==> config.mk <==
export PLATFORM = sky130hd
export DESIGN_NAME = hub75_ram
export DESIGN_NICKNAME = d
export VERILOG_FILES = /design/src/rtl/core/hub75_ram.sv
export SDC_FILE = /design/constraint.sdc
export NUM_CORES = 2
export LEC_CHECK = 0
export BUFFER_PORTS_ARGS = -buffer_cell sky130_fd_sc_hd__buf_2
export CAP_MARGIN = 30
export CORE_MARGIN = 2
export CORE_UTILIZATION = 55
export DETAILED_ROUTE_END_ITERATION = 6
export MAX_ROUTING_LAYER = met4
export PLACE_DENSITY_LB_ADDON = 0.25
export SLEW_MARGIN = 0
export SYNTH_ARGS = -nofsm -noshare
export SYNTH_HDL_FRONTEND = slang
export SYNTH_SLANG_ARGS = --single-unit
==> constraint.sdc <==
create_clock -name clk -period 3.6 [get_ports clk]
set_input_delay 0.36 -clock clk [delete_from_list [all_inputs] [get_ports clk]]
set_output_delay 0.36 -clock clk [all_outputs]
set_load 0.02 [all_outputs]
==> src/rtl/core/hub75_ram.sv <==
// ----------------------------------------------------------------------------
// hub75_ram
// generic simple dual-port ram, one write and one registered read per cycle
// ----------------------------------------------------------------------------
module hub75_ram #(
  parameter int WIDTH = 8,
  parameter int DEPTH = 256
) (
  input  logic                     clk,
  input  logic                     we,
  input  logic [$clog2(DEPTH)-1:0] waddr,
  input  logic [WIDTH-1:0]         wdata,
  input  logic [$clog2(DEPTH)-1:0] raddr,
  output logic [WIDTH-1:0]         rdata
);

  logic [WIDTH-1:0] mem [DEPTH];
  logic [WIDTH-1:0] rdata_r;

  always_ff @(posedge clk) begin
    if (we) begin
      mem[waddr] <= wdata;
    end
    rdata_r <= mem[raddr];
  end

  assign rdata = rdata_r;

endmodule

# After elaboration in Yosys (flattened, before gate mapping)
# Memories as Yosys holds them, arrays and structs flattened. A register that Yosys moved wholly into a read port is not among the register bits.
# Cells that the tools add are included.
dict set report op_classes {
  addsub 0
  mul 0
  n_div 0
  magnitude_cmp 0
  eq_ne 0
  n_shift 0
  muxes 2
  n_bitwise 0
  n_reduce_logical 0
}
# operator n
set ops {}
lappend ops {{two-way mux 1 bit} 2}
dict set report word_totals {
  ff_bits 0
  latch_bits 0
  ramBits 2048
  romBits 0
  in_bits 26
  output_inout_bits 8
  mem_count 1
}
# memory depth word_bits read_ports rd_clocked_by_memory_dff write_ports line
set mem_list {}
lappend mem_list {mem 256 8 1 1 1 17} ;# logic [WIDTH-1:0] mem [DEPTH];

# Longest topological paths before layout
dict set report logic_depth {
  depth_word 2
  ltp_mapped 11
  ltp_nobuf 6
}

# Least setup slack after synthesis
# No wires, ideal clock.
dict set report synth_path {
  path_type {input to register}
  from {in raddr[0]}
  to {reg rdata_r[2] (netlist: rdata[2]), read port of mem}
  arrival_time_ps 2167
  path_slack_ps 1302
  cell_stages 9
  path_buffers 4
  path_cell_list {buf_6 -> buf_12 -> buf_8 -> buf_2 -> mux4_2 -> a22oi_1 -> a21oi_1 -> nor4_1 -> nor4_2}
}
# element line
set synth_lines {}
lappend synth_lines {{start: declaration} 13} ;# input logic [$clog2(DEPTH)-1:0] raddr,
lappend synth_lines {{end: declaration} 18} ;# logic [WIDTH-1:0] rdata_r;

==> results.py <==
metrics = {
    "sta": {
        "rsz0062_at_grt": "false",
        "timing.final.crit_share": 0.797,
        "clock_skew_ps": 45.8,
        "hold_violations": 0,
        "setup_viol": 0,
        "maxSlewHeadroom": 0.196,
        "fmax_mhz": 348,
        "min_period_ps": 2870,
        "tns_ps": 0,
        "tightest_slew_ps": 1210,
        "slew_violations": 0,
    },
    "synth": {
        "synth-seq-cells": 2056,
        "yosysWarnings": 0,
        "yosysSeqAreaShare": 0.775,
        "yosys.area.top_type_share": 0.773,
        "syn_avg_cell_area_um2": 21.3,
        "ys_top_cells_by_count": "2048 x edfxtp_1, 454 x mux4_2, 282 x nor2_1",
        "ys_types": 55,
        "syn_area_um2": 79600,
        "synth_nets": 3759,
        "netlist_instances": 3733,
        "synth-edff-count": 2048,
        "async_flop_share": 0,
        "yosysMostFrequentCell": "edfxtp_1",
        "ys.flop_type": "edfxtp_1",
        "yosysTopAreaCell": "edfxtp_1",
        "synth_area_leaders": "edfxtp_1 77%, mux4_2 13%, mux2i_1 1.7%, nor2_1 1.3%, a22oi_1 1.3%",
    },
    "floorplan": {
        "design.core.area_um2": 144000,
        "die_w_um": 384,
        "start_util": 0.554,
        "dieHeight_um": 384,
        "die-area_um2": 148000,
        "io_pins": 34,
        "rows": 139,
    },
    "setup_path": {
        "crit_fanout": 29,
        "cp_top_family": "buffers and inverters",
        "slowest_delay_ps": 710,
        "path_class": "input port to flop",
        "cpMostUsedCell": "buf_12",
        "slowest_stage": "nor4_1",
        "reg2regPathDepth": 6,
        "crit_chain": "buf_8, buf_12, buf_12, mux4_2, nor2b_1, a211oi_1, nor2_1, nor4_1, buf_4, nor4_2",
        "cp.depth": 10,
        "rr_startpoint": "mem[64][0]",
        "rr_endpoint": "rdata[0]",
        "crit_arrival_ps": 3590,
        "cp-start-kind": "input port",
        "required_ps": 4320,
        "critPathBufInv": 4,
        "rrSetupSlack_ps": 850,
        "end_kind": "flop",
    },
    "min_path": {
        "hold_path_depth": 2,
        "min_to": "mem[82][0]",
        "min_from": "wdata[0]",
        "hold_class": "input port to flop",
    },
    "placement": {
        "globalplace.congestion": 0.850,
        "place_area_um2": 84000,
        "portBuffers": 33,
        "dp_hpwl_um": 121000,
    },
    "power_and_ir_drop": {
        "intPower_mw": 39.0,
        "combPwrFrac": 0.051,
        "p_leak_nw": 28.6,
        "seq_power_share": 0.535,
        "vdd_ir_drop_max_v": 0.000441,
        "power_density_nw_per_um2": 547,
        "power_frac_clock": 0.414,
        "swShare": 0.212,
        "p_sw_mw": 10.5,
    },
    "outcome": {
        "violations": "DRC",
        "status": "finished with violations",
    },
    "clocking": {
        "clkTransAtPathRegs_ps": 60,
        "numCtsBuffers": 198,
        "cts_resized": 0,
        "htreeDepth": 4,
        "clk_path_buf_depth": 3,
        "cts_tree": "built",
        "root_buffer": "clkbuf_16",
        "clkSinkCount": 2056,
        "worst_skew_pair.late_latency_ps": 830,
    },
    "final_layout": {
        "syn_to_final_growth_pct": 13.7,
        "layout.nets": 4128,
        "finalInstanceArea_um2": 90500,
        "drive_above_1_share": 0.270,
        "fillerInstances": 9668,
    },
    "drt": {
        "vias": 40268,
        "drc": 3,
        "drt_iter0_drc": 5483,
        "drtAntennaViolNets": 0,
        "post_drt_wl_per_cell_um": 31.8,
        "vias_per_cell": 6.52,
        "wl_um": 196000,
        "firstDrtPassIters": 7,
    },
    "grt": {
        "grt_max_degree": 157,
        "antenna_found_initial": 6,
        "grt_pass1_wl_um": 282000,
        "track_usage": 0.277,
        "globalRouteOverflowTotal": 0,
        "grt_pass1_vias": 39546,
    },
    "job": {
        "cap_violations": 0,
    },
}
[through the flow]
stage / hold slack (ps) / util / instances / total power, mW / setup WS (ps)
after floorplan: 459 / - / 3733 / 28.2 / 1300
after global placement: 759 / 0.585 / 5803 / 29.4 / -150
after detailed placement: 764 / 0.585 / 5804 / 29.5 / -207
after CTS: 22.4 / 0.630 / 6169 / 49.6 / 670
after global routing: 68.0 / 0.630 / 6173 / 50.7 / 507
final: 45.7 / 0.630 / 6174 / 49.4 / 730
[layout by cell type, fill, tap and decap left out, drive strengths merged, types with 2 or more instances in the layout]
master	instances
edfxtp	2048
mux4	456
buf	399
nor2	282
clkbuf	249
mux2i	134
a22oi	133
a21oi	96
clkinv	82
o221ai	47
nand3	34
nand2	33
nor2b	31
o22ai	28
nor4	27
nor3	22
bufinv	20
a211oi	16
a221oi	14
o21ai	12
inv	12
nand4	10
o211ai	10
nand2b	8
a22o	8
dfxtp	8
and2	6
diode	5
o22a	5
clkinvlp	5
o32ai	5
a2111oi	5
or2	4
and3b	2
nand3b	2
a31oi	2
a311oi	2
[area by class of cell]
cell class                      count  area, um^2  area share
Sequential cell                  2056       61700       0.682
Multi-Input combinational cell   1442       16500       0.182
Clock buffer                      247        5170      0.0572
Timing Repair Buffer              402        3520      0.0389
Tap cell                         1903        2380      0.0263
Clock inverter                    117        1220      0.0135
Antenna cell                        5        12.5    0.000138
Inverter                            2        7.51   0.0000830
[layer usage]
layer / up-vias / wire length (um) / GRT usage / share of wire
met3: 350 / 20700 / 0.0538 / 0.11
met2: 2363 / 93100 / 0.413 / 0.47
met4: 0 / 6020 / 0.0835 / 0.031
li1: 16442 / - / - / -
met5: - / 0 / - / 0
met1: 21113 / 76400 / 0.395 / 0.39
[power by group through the flow]
stage | logic [mW] | registers, mW | clock network [mW]
2_1_floorplan | 1.28 | 26.9 | 0
3_3_place_gp | 2.47 | 27.0 | 0
3_5_place_dp | 2.50 | 27.0 | 0
4_1_cts | 2.51 | 26.4 | 20.7
5_1_grt | 2.64 | 26.4 | 21.6
6_report | 2.52 | 26.4 | 20.5
[worst max path at each step]
stage,startpoint,end,slack [ps]
floorplan,raddr[0],rdata[2],1300
global placement,raddr[0],rdata[0],-150
detailed placement,raddr[0],rdata[0],-210
CTS,raddr[0],rdata[0],670
global route,raddr[0],rdata[0],510
finish,raddr[0],rdata[0],730
[repair_timing]
item	in CTS	in global routing
endpoints found under the setup margin	0	0
hold endpoints to repair	24	0
setup buffers	0	0
hold buffers	1	0
[flip-flops by register name, summed over array words and instances (netlist names)]
name   cells
mem     2048
rdata      8
[cell families after synthesis]
group	after synthesis	synth area share
flops	2056	0.775
mux	591	0.146
simple gates	466	0.0263
compound gates	385	0.0342
buf+inv	235	0.0183
(Power assumes the default switching activity.)
