`src/rtl/core/hub75_pkg.sv`:
```
// ----------------------------------------------------------------------------
// hub75_pkg
// shared constants and types for the led panel frame store and scan-out
// ----------------------------------------------------------------------------
package hub75_pkg;

  // panel geometry
  localparam int CHANNEL_COUNT  = 8;
  localparam int ROW_LENGTH     = 192;
  localparam int PANEL_W        = 48;
  localparam int PANEL_H        = 24;
  localparam int QUAD_W         = 24;
  localparam int QUAD_H         = 12;
  localparam int QUAD_SLOTS     = 384;
  localparam int GROUP_SLOTS    = 16;
  localparam int GROUPS_PER_ROW = 6;

  localparam int ADDR_W  = $clog2(ROW_LENGTH);
  localparam int BANK_W  = $clog2(CHANNEL_COUNT);
  localparam int COLOR_W = 3;

  // request codes
  localparam logic REQ_WRITE = 1'b0;
  localparam logic REQ_SHIFT = 1'b1;

  typedef struct packed {
    logic       req_type;
    logic [5:0] pixel_x;
    logic [4:0] pixel_y;
    logic [2:0] pixel_color;
  } in_item_t;

  typedef struct packed {
    logic [7:0] red_lines;
    logic [7:0] green_lines;
    logic [7:0] blue_lines;
    logic       row_end;
  } out_item_t;

  // store write target produced by the remap
  typedef struct packed {
    logic              en;
    logic [BANK_W-1:0] bank;
    logic [ADDR_W-1:0] addr;
  } store_wr_t;

endpackage

```
`src/rtl/core/hub75_remap.sv`:
```
// ----------------------------------------------------------------------------
// hub75_remap
// maps a pixel coordinate to its shift channel and position
// ----------------------------------------------------------------------------
module hub75_remap import hub75_pkg::*; (
  input  logic [5:0] pixel_x,
  input  logic [4:0] pixel_y,
  output store_wr_t  wr
);

  logic       right_half;
  logic       lower_half;
  logic [4:0] qx;
  logic [3:0] qy;
  logic [1:0] band;
  logic [2:0] gcol;
  logic [1:0] c;
  logic [1:0] r;
  logic [4:0] gidx;
  logic [3:0] inner;
  logic [8:0] gslot;
  logic       hi;
  logic [8:0] gslot_lo;

  always_comb begin
    right_half = (pixel_x >= 6'(QUAD_W));
    lower_half = (pixel_y >= 5'(QUAD_H));
    qx = right_half ? 5'(pixel_x - 6'(QUAD_W)) : pixel_x[4:0];
    qy = lower_half ? 4'(pixel_y - 5'(QUAD_H)) : pixel_y[3:0];
    band = qy[3:2];
    gcol = qx[4:2];
    c    = qx[1:0];
    r    = qy[1:0];

    // serpentine group order: even bands sit one group row further on
    gidx = (band[0] ? 5'd0 : 5'(GROUPS_PER_ROW))
         + (band[1] ? 5'(2 * GROUPS_PER_ROW) : 5'd0)
         + {2'b00, gcol};

    // sub-row 0 and 1 swap, sub-rows 2 and 3 run reversed
    case (r)
      2'd0:    inner = {2'b01, c};
      2'd1:    inner = {2'b00, c};
      default: inner = {r, ~c};
    endcase

    gslot    = {gidx, inner};
    hi       = (gslot >= 9'(ROW_LENGTH));
    gslot_lo = hi ? 9'(gslot - 9'(ROW_LENGTH)) : gslot;

    wr.en   = (pixel_x < 6'(PANEL_W)) && (pixel_y < 5'(PANEL_H));
    wr.bank = {lower_half, right_half, hi};
    wr.addr = gslot_lo[ADDR_W-1:0];
  end

endmodule

```
`config.mk`:
```
export PLATFORM = sky130hd
export DESIGN_NAME = hub75_remap
export DESIGN_NICKNAME = d
export VERILOG_FILES = /design/src/rtl/core/hub75_pkg.sv /design/src/rtl/core/hub75_remap.sv
export SDC_FILE = /design/constraint.sdc
export NUM_CORES = 1
export LEC_CHECK = 0
export BUFFER_PORTS_ARGS = -buffer_cell sky130_fd_sc_hd__buf_2
export CAP_MARGIN = 10
export CORE_AREA = 8 8 45 47
export DETAILED_ROUTE_END_ITERATION = 16
export DIE_AREA = 0 0 53 55
export PLACE_DENSITY = 0.58
export SLEW_MARGIN = 20
export SYNTH_ARGS = -nofsm -noshare
export SYNTH_HDL_FRONTEND = slang
export SYNTH_SLANG_ARGS = --single-unit
```
`constraint.sdc`:
```
create_clock -name vclk -period 9.35
set_input_delay 0.935 -clock vclk [all_inputs]
set_output_delay 0.935 -clock vclk [all_outputs]
set_load 0.02 [all_outputs]
```
**After elaboration in Yosys (flattened, before gate mapping)**

Cells that the tools add are included.

- $add $sub $neg: 5
- Multipliers: 0
- Divide/modulo/power cells: 0
- Magnitude comparators: 5
- Equal/unequal tests: 1
- Shift operators: 0
- Multiplexer cells: 6
- Bitwise operators: 1
- Reductions and logical operators: 2

Operator list:

| cell | count |
|---|---|
| greater-or-equal comparator 9 x 8 -> 1 bit (second input constant) | 1 |
| two-way mux 4 bit | 2 |
| two-way mux 8 bit | 1 |
| case mux 4 bit (2 select lines) | 1 |
| subtractor 8 bit (second input constant) | 1 |
| greater-or-equal comparator 6 x 5 -> 1 bit (second input constant) | 1 |
| < comparator 6 bit (second input constant) | 1 |
| adder 3 x 4 -> 5 bit | 1 |
| adder 5 x 3 -> 5 bit | 1 |
| greater-or-equal comparator 5 x 4 -> 1 bit (second input constant) | 1 |
| < comparator 5 bit (second input constant) | 1 |
| two-way mux 5 bit | 1 |
| subtractor 5 bit (second input constant) | 1 |
| subtractor 4 bit (second input constant) | 1 |
| two-way mux 3 bit | 1 |
| equality test 2 x 1 -> 1 bit (second input constant) | 1 |
| zero test 2 bit | 1 |
| inverter 2 bit | 1 |
| logical AND 1 bit | 1 |

- Register bits: 0
- Bits in latches: 0
- RAM bits: 0
- ROM bits: 0
- Bits of input ports: 11
- Memories kept: 0

**Logic depth before layout (Yosys ltp)**

- Depth after elaboration: 7
- Gate-level depth with buffers: 13
- Gate-level depth less buffers: 12

**Least setup slack after synthesis**

No wires, ideal clock.

- Path type: input to output
- Start point: input port pixel_y[1]
- End point: output port wr[6] in the netlist's numbering
- Data arrival time: 4055 ps
- Data required time: 8415 ps
- Path slack: 4360 ps
- Stages on the path: 12
- Path through: inv_1 -> ha_1 -> a221oi_2 -> mux2i_1 -> fa_1 -> inv_1 -> ha_1 -> fa_1 -> ha_1 -> and4bb_2 -> a21oi_1 -> mux2i_1

RTL lines:

| item | RTL line | RTL |
|---|---|---|
| start: declaration | hub75_remap.sv:7 | `input logic [4:0] pixel_y,` |
| end: declaration | hub75_remap.sv:8 | `output store_wr_t wr` |

==> metrics <==
Inserted Diodes 0; slew margin rel. 77.5%; RSZ-0062 raised after global routing no; Post-Syn Nets 69; # rows 14; synth unique cells 19; first-pass GRT wire length 1480 um; Final Cycle Share 55.3%; Post-Place Cells 84; Clk pwr share 0%; GPL Wtd Cong 0.749; Worst EP arrival 4.24 ns; Req. time, crit path 8.42 ns; NetSw 0.0355 mW; ratio of cells with drive above 1 in the final layout 39.7%; pin count of the biggest net entering global routing 6; vias per inst 4.40; core area 0.00138 mm2; most frequent cells in the layout 23 x buf_2, 11 x inv_1, 7 x ha_1; Setup TNS Final 0 ns; pwr/cell area 123 mW/mm2; I/O Buffers 23; Max Slew Vio Count 0; kind of critical path in -> out; Mean Syn Cell Area 7.79 um2; startpoint types input pin; residual DRC count 0; Pint 0.0241 mW; Net Sw Frac 59.5%; GR Util met1 7.42%; Final Hold Viols 0; fmax 193 MHz; Worst setup startpoint pixel_y[0]; initial antenna violation count 0; chip height 55 um; Max FO, Critical Path 3; Worst Min Path Start pixel_x[2]; synthesized area 382 um2; initial core utilization 27.6%; sequential fraction of the synthesis area 0%; cell taking the most area after synthesis ha_1; clock buffers 0; Sequential Power Share 0%; Final Critical Period 5.17 ns; Post-CTS Setup Bufs 0; FFs & Latches 0; Seq. cell area 0 um2; Ys Warns 0; busiest grt layer met2; post_cts resized 0; Yosys top cell area share 23.0%; Worst Hold Class in -> out; fin nets 90; IR drop worst, VDD 0.0538 mV; max_cap viols 0; Comb power frac 100.0%; Power Total 0.0596 mW; DRT Pass-1 Iters 2; Die Area 0.00292 mm2; Finish-stage setup viols 0; DR iter-0 viols 4; gr ovfl total 0; status complete, no violations; Layout Cells excl Fill 84; post-synthesis instance total 49; Fillers 165; total track usage 6.00%; cts hold-fix bufs 0; routed wire length 807 um; endpoint class of the critical path output pin; most common cell after layout, fill and taps aside buf_2; Leak 0.301 nW; met3 usage 1.60%; worst-margin pin slew 0.338 ns; vias in the first global route 380; Area contributors post-synth ha_1 23%, inv_1 11%, fa_1 10%, mux2i_1 10%, buf_4 7.9%; DP Wirelength 736 um; die width 53 um; multi-input logic area 310 um2; DRT antenna net count 0; Area Growth Syn to Fin 27.5%; Global Route met2 Usage 10.7%; routed vias 370; drt wl/cell 9.61 um; # IOs 23
[worst max-delay path: stages]
cell      delay (ns)
buf_2           0.11
inv_1           0.04
ha_1            0.25
a221oi_2        0.37
xnor2_1         0.17
fa_1            0.55
inv_1           0.04
ha_1            0.20
fa_1            0.49
ha_1            0.21
and4bb_2        0.23
a21oi_1         0.25
mux2i_1         0.21
buf_2           0.18
[cell type report]
| type | count | share of cell area, % |
|---|---|---|
| Tap cell | 16 | 4.11 |
| Inverter | 11 | 8.48 |
| Timing Repair Buffer | 23 | 23.7 |
| Multi-Input combinational cell | 34 | 63.8 |
[path summary, 6_finish.rpt]
check	cells after the start	slack, ns	to
worst min-delay path	2	2.11	wr[4]
worst max-delay path	14	4.18	wr[6]
[Yosys cell counts (all sizes together)]
master	count
nor2	2
a211oi	1
a22oi	1
xnor2	1
mux2i	4
inv	11
fa	2
a2bb2oi	1
or2	1
nor3	1
and4bb	1
a221oi	1
nand2b	1
a21oi	2
nand2	6
ha	7
buf	4
xor2	2
[per-stage QoR]
step | utilization [%] | hold WS, ns | area [um2] | worst slack, ns
after floorplan | - | 1.98 | 382 | 4.36
after global placement | 35.2 | 2.11 | 487 | 4.19
after detailed placement | 35.2 | 2.11 | 487 | 4.16
after CTS | 35.2 | 2.11 | 487 | 4.16
after global routing | 35.2 | 2.12 | 487 | 3.93
final | 35.2 | 2.11 | 487 | 4.18
[metal layers]
| metal | up-vias | routed length (um) |
|---|---|---|
| met5 | - | 0 |
| met4 | 0 | 0 |
| met3 | 0 | 108 |
| met2 | 15 | 352 |
| met1 | 161 | 347 |
| li1 | 194 | - |
[logic make-up after synthesis]
family          synth area share (%)
xor+xnor                        6.89
simple gates                    17.7
compound gates                  12.8
fa+ha+maj                       33.4
buf+inv                         18.7
mux                             10.5
[power by group through the flow]
stage	logic (mW)	registers [mW]	clock network [mW]
detailed placement	0.0607	0	0
global placement	0.0606	0	0
finish	0.0596	0	0
CTS	0.0609	0	0
global route	0.0682	0	0
floorplan	0.0466	0	0
No activity file was read; power rests on OpenSTA's default activity.
